**config.mk**
```make
export PLATFORM = sky130hd
export DESIGN_NAME = lfoc_mul
export DESIGN_NICKNAME = d
export VERILOG_FILES = /design/src/rtl/core/lfoc_pkg.sv /design/src/rtl/core/lfoc_mul.sv
export SDC_FILE = /design/constraint.sdc
export NUM_CORES = 2
export LEC_CHECK = 0
export BUFFER_PORTS_ARGS = -buffer_cell sky130_fd_sc_hd__buf_2
export CORE_MARGIN = 5
export CORE_UTILIZATION = 66
export DETAILED_ROUTE_END_ITERATION = 12
export PLACE_DENSITY = 0.85
export SYNTH_ARGS = -nofsm -noshare
export SYNTH_HDL_FRONTEND = slang
export SYNTH_SLANG_ARGS = --single-unit
```
**constraint.sdc**
```tcl
create_clock -name clk -period 8.1 [get_ports clk]
set_input_delay 0.81 -clock clk [delete_from_list [all_inputs] [get_ports clk]]
set_output_delay 0.81 -clock clk [all_outputs]
set_load 0.03 [all_outputs]
```
**src/rtl/core/lfoc_pkg.sv**
```systemverilog
// lfoc_pkg: shared constants, types and the sine table generator for the chorus block
// no dependencies; imported by lfoc_sine, lfoc_mul and the top level

package lfoc_pkg;

	// default sizes handed to the top level parameters
	localparam int unsigned MAX_DELAY_DEF    = 2048;
	localparam int unsigned SINE_ENTRIES_DEF = 1024;
	localparam int unsigned SAMPLE_BITS_DEF  = 16;

	// configuration register indexes
	localparam int unsigned CFG_IDX_W = 2;
	localparam logic [CFG_IDX_W-1:0] REG_PHASE_STEP   = 2'd0;
	localparam logic [CFG_IDX_W-1:0] REG_MOD_DEPTH    = 2'd1;
	localparam logic [CFG_IDX_W-1:0] REG_DELAY_LENGTH = 2'd2;

	// register widths and reset values
	localparam int unsigned CFG_DATA_W = 32;
	localparam int unsigned STEP_W     = 32;
	localparam int unsigned DEPTH_W    = 17;
	localparam int unsigned LENGTH_W   = 12;
	localparam logic [STEP_W-1:0]   PHASE_STEP_RST   = 32'd48695;
	localparam logic [DEPTH_W-1:0]  MOD_DEPTH_RST    = 17'd19661;
	localparam logic [LENGTH_W-1:0] DELAY_LENGTH_RST = 12'd882;
	localparam logic [DEPTH_W-1:0]  DEPTH_ONE        = 17'd65536;

	// lfo and mix arithmetic
	localparam int unsigned PHASE_W = 32;
	localparam int unsigned LFO_W   = 16;
	localparam logic [63:0] HALF_PI_Q30 = 64'd1686629713;
	localparam logic signed [17:0] MIX_DRY = 18'sd22938;
	localparam logic signed [17:0] MIX_WET = 18'sd9830;
	localparam int unsigned MIX_SHIFT = 15;

	// shared multiplier operand and product widths
	localparam int unsigned MUL_A_W = 18;
	localparam int unsigned MUL_B_W = 33;
	localparam int unsigned MUL_P_W = MUL_A_W + MUL_B_W;

	typedef struct packed {
		logic signed [MUL_A_W-1:0] a;
		logic signed [MUL_B_W-1:0] b;
	} mul_op_t;

	// first-quadrant sine entry k (Q1.15) of a table with 2**idx_bits entries,
	// Q30 Taylor series up to x^9, rounded and clamped; elaboration only
	function automatic logic signed [LFO_W-1:0] sine_quarter(input int unsigned k,
			input int unsigned idx_bits);
		logic [63:0] r;
		logic [63:0] x;
		logic [63:0] x2;
		logic [63:0] t3;
		logic [63:0] t5;
		logic [63:0] t7;
		logic [63:0] t9;
		logic signed [63:0] s;
		logic [63:0] q;
		r  = 64'(k) << (32 - idx_bits);
		x  = (r * HALF_PI_Q30) >> 30;
		x2 = (x * x) >> 30;
		t3 = ((x * x2) >> 30) / 64'd6;
		t5 = ((t3 * x2) >> 30) / 64'd20;
		t7 = ((t5 * x2) >> 30) / 64'd42;
		t9 = ((t7 * x2) >> 30) / 64'd72;
		s  = $signed(x - t3 + t5 - t7 + t9);
		if (s < 0) begin
			s = 64'sd0;
		end
		q = ($unsigned(s) + 64'd16384) >> 15;
		if (q > 64'd32767) begin
			q = 64'd32767;
		end
		return $signed(q[LFO_W-1:0]);
	endfunction

endpackage

```
**src/rtl/core/lfoc_mul.sv**
```systemverilog
// lfoc_mul: shared signed multiplier with registered product
// depends on lfoc_pkg (mul_op_t, MUL_P_W)

module lfoc_mul (
	input  logic                                clk,
	input  logic                                en,
	input  lfoc_pkg::mul_op_t                   op,
	output logic signed [lfoc_pkg::MUL_P_W-1:0] prod
);

	import lfoc_pkg::*;

	always_ff @(posedge clk) begin
		if (en) begin
			prod <= op.a * op.b;
		end
	end

endmodule

```
Yosys cells after proc, flatten, opt, wreduce, memory -nomap -nowiden
Cells that the tools add are included.
Cells by class
  $add $sub $neg: 0
  multipliers: 1
  eq/ne operators: 0
  reduce and logical (&&, ||, !) cells: 0
  order comparisons: 0
  muxes and demuxes: 0
  bitwise logic cells: 0
  shift-type cells: 0
  div/mod/pow operators: 0
Operators by type and width (count)
  $mul 18x33->51: 1
Storage, ports and cells
  logic and storage cells: 2
  bits in writable memories: 0
  register bits after elaboration: 51
  memory bits (read-only): 0
  bits in latches: 0
  bits of input ports: 53
  memories: 0
  output and inout bits: 51

Depth between registers and ports, before layout
  depth in word-level cells: 1
  mapped depth: 26

Least setup slack after synthesis
No wires, ideal clock.
  path type: input-to-reg
  start: in op[23] (netlist name)
  end: reg prod[45] (netlist name), data pin
  stages: 24
  path buffers: 3
  slack: 1357 ps
  required time: 7842 ps
  data arrival time: 6486 ps
  cells stage by stage: clkbuf_1 clkbuf_1 nand2_1 fa_1 fa_1 fa_1 inv_1 fa_1 fa_1 inv_1 fa_1 inv_1 ha_1 clkbuf_2 a21oi_1 o2111ai_1 a221oi_1 nor2b_1 a31oi_4 o31ai_2 a311oi_4 o221ai_2 a21oi_2 xnor2_1
Between the ends
  longest elaborated chain between the ends: 1
Ends and longest elaborated chain
  start, declared: line lfoc_mul.sv:7  | input lfoc_pkg::mul_op_t op,
  $mul 18x33->51: line lfoc_mul.sv:15  | prod <= op.a * op.b;
  end signal, assigned: line lfoc_mul.sv:15
  end, declared: line lfoc_mul.sv:8  | output logic signed [lfoc_pkg::MUL_P_W-1:0] prod
Every way passes these cells.
A chain may end at the register's enable or synchronous reset.

Worst setup path in the final report
  start: in op[36] (netlist name)
  end: reg prod[49] (netlist name), data pin
Same word-level chain as after synthesis.

==> impl_metrics.env <==
export IMPL_status="finished, final reports clean"
export IMPL_drtIter0Drc=1191
export IMPL_post_cts_resized=0
export IMPL_first_pass_iters=5
export IMPL_use_met1_pct=36.9
export IMPL_grt_first_pass_wirelength_mm=88.4
export IMPL_syn_avg_cell_area_um2=9.35
export IMPL_yosys_most_used_dff="edfxtp_1"
export IMPL_cts_path_max_buffers=2
export IMPL_track_usage_pct=30.9
export IMPL_cp_end_kind="flop"
export IMPL_synthArstFlopShare_pct=0
export IMPL_synth_edf_count=51
export IMPL_regArea_um2=1530
export IMPL_period_needed_ns=7.31
export IMPL_top_register="prod"
export IMPL_yosys_warnings=0
export IMPL_num_vias=15734
export IMPL_antenna_left=0
export IMPL_io_buffer_count=103
export IMPL_post_cts_buffers=0
export IMPL_initial_core_util_pct=66.9
export IMPL_grt_util_met3_pct=4.60
export IMPL_ctsHoldBuffers=0
export IMPL_cts_made_buffers=5
export IMPL_via_per_inst=5.64
export IMPL_core_area_um2=32500
export IMPL_cts_tree="yes"
export IMPL_die_h_um=192
export IMPL_synth_most_common_cell="inv_1"
export IMPL_crit_family="adder cells"
export IMPL_syn_inst=2328
export IMPL_die_area_um2=36700
export IMPL_drc=0
export IMPL_yosys_top_cells_count="inv_1, fa_1, nand2_1"
export IMPL_crit_chain="buf_2 -> nand2_1 -> fa_1 -> fa_1 -> fa_1 -> inv_1 -> fa_1 -> fa_1 -> inv_1 -> fa_1 -> inv_1 -> ha_1 -> a211o_1 -> a21oi_2 -> o211a_1 -> a21oi_4 -> a31oi_4 -> o31ai_2 -> a311oi_4 -> o21ai_1 -> o22ai_1 -> xnor2_1"
export IMPL_reg_top3="prod: 51 flops"
export IMPL_start_kind="input port"
export IMPL_relSlewSlack_pct=46.3
export IMPL_synthesis_area_um2=21800
export IMPL_gp_congestion=0.906
export IMPL_hpwlAfterDp_mm=43.3
export IMPL_rsz0062_at_grt="false"
export IMPL_drt_wl_total_mm=52.8
export IMPL_worstPathMaxFanout=33
export IMPL_drv_cap=0
export IMPL_largest_reg_flops=51
export IMPL_ios=104
export IMPL_gr_usage_met2_pct=54.8
export IMPL_nNetsFinal=3087
export IMPL_area_growth_pct=4.07
export IMPL_clock_sinks=51
export IMPL_synth_top_area_cell="fa_1"
export IMPL_cts_reportedPaths_clkPinSlew_ns=0.07
export IMPL_routedWlPerCell_um=18.9
export IMPL_multi_input_area_um2=17500
export IMPL_yosysTopAreaCellShare_pct=52.3
export IMPL_arrival_ns=7.40
export IMPL_cts_root_buf="clkbuf_16"
export IMPL_fillers=2425
export IMPL_crit_type="in2reg"
export IMPL_synth_cell_types=58
export IMPL_final_hold_violation_count=0
export IMPL_grt_max_degree=52
export IMPL_drive_above_1_share_pct=5.80
export IMPL_grt_pass1_vias=18123
export IMPL_dieWidth_um=192
export IMPL_rows=66
export IMPL_grt_busiest_layer="met2"
export IMPL_synthesis_nets=3073
export IMPL_cts_htree_levels=2
export IMPL_antenna_found_initial=5
export IMPL_synthTopCellsByArea="fa_1, inv_1, ha_1"
export IMPL_synth_seq_cells=51
export IMPL_maxSlewViolCount=0
export IMPL_grt_overflow=0
export IMPL_crit_top_cell="fa_1"
export IMPL_dpl_cell_area_um2=22500
export IMPL_max_freq_ghz=0.137
export IMPL_cp_data_required_time_ns=8.19
export IMPL_critPathMaxStageDelay_ns=0.60
export IMPL_ys_seq_area_share_pct=7.03
export IMPL_design_area_um2=22700
export IMPL_cp_num_buf_inv=4
export IMPL_fin_crit_sh_pct=90.2
export IMPL_cpMaxStageDelayCell="buf_2"
export IMPL_hp_class="in2reg"
export IMPL_setup_viol=0
export IMPL_finalSetupTns_ns=0
export IMPL_tightest_slew_ns=0.806
==> layer usage <==
layer	routed length [µm]	vias to the layer above
met3	3920	219
met4	2880	2
li1	-	6689
met1	18500	8024
met2	27500	800
met5	13	-
==> metrics by stage <==
step                setup slack, ns  utilization (%)  hold slack [ns]  instances
global route                  0.589             69.7             1.08       2789
detailed placement            0.491             69.2             1.29       2777
global placement              0.698             69.2             1.29       2777
finish                        0.794             69.7             1.07       2789
floorplan                      1.36                -            0.922       2328
CTS                           0.833             69.6             1.07       2785
==> final cells by class <==
cell class	count	share of cell area, %
multi-input cells	1555	77.3
inverters	618	10.2
flip-flops and latches	51	6.76
repair buffers	111	2.54
well taps	442	2.44
clock buffers	6	0.569
clock inverters	2	0.0773
diodes	4	0.0442
==> final timing paths <==
check	start	endpoint	cells past startpoint	slack, ns
hold / removal	op[0]	prod[0]	2	1.07
setup / recovery	op[36]	prod[49]	22	0.79
==> cells in the final DEF (no fill, tap or decap), types with 2 or more instances in the layout <==
master	Yosys	routed
o21ai_1	2	2
clkbuf_16	0	5
o311ai_1	2	2
xnor2_1	43	43
nor3_1	8	8
inv_1	618	618
buf_2	0	103
xor2_1	11	11
nand2_1	358	358
a31o_2	2	2
and4_1	2	2
ha_1	123	123
o21bai_1	4	4
fa_1	569	569
a21oi_1	40	40
buf_4	0	8
or3_1	3	3
o211ai_1	5	5
o21ai_0	23	23
a31oi_1	4	4
edfxtp_1	51	51
a21o_1	11	11
diode_2	0	4
and3_1	3	3
nand2b_1	7	7
o21a_1	9	9
nand3_1	6	6
and2_1	231	231
nand4_1	3	3
nor2_1	48	48
nor2b_1	6	6
clkinv_4	0	2
a21boi_0	3	3
a21oi_2	4	4
==> cell families (layout without fill, tap and decap cells) <==
| kind of cell | count (synthesis) | count (layout) | synth area share (%) |
|---|---|---|---|
| xor gates and xnor gates | 54 | 54 | 2.17 |
| buffers and inverters | 722 | 737 | 12.5 |
| DFF | 51 | 51 | 7.03 |
| other | 0 | 4 | 0 |
| and+or+nand+nor | 680 | 680 | 14.9 |
| adders and majority gates | 692 | 692 | 59.4 |
| AOI/OAI and AO/OA | 129 | 129 | 4.08 |
Power is left out: the tool's default activity adds up to more than one toggle a clock period on the data nets, which glitch-free logic cannot reach.
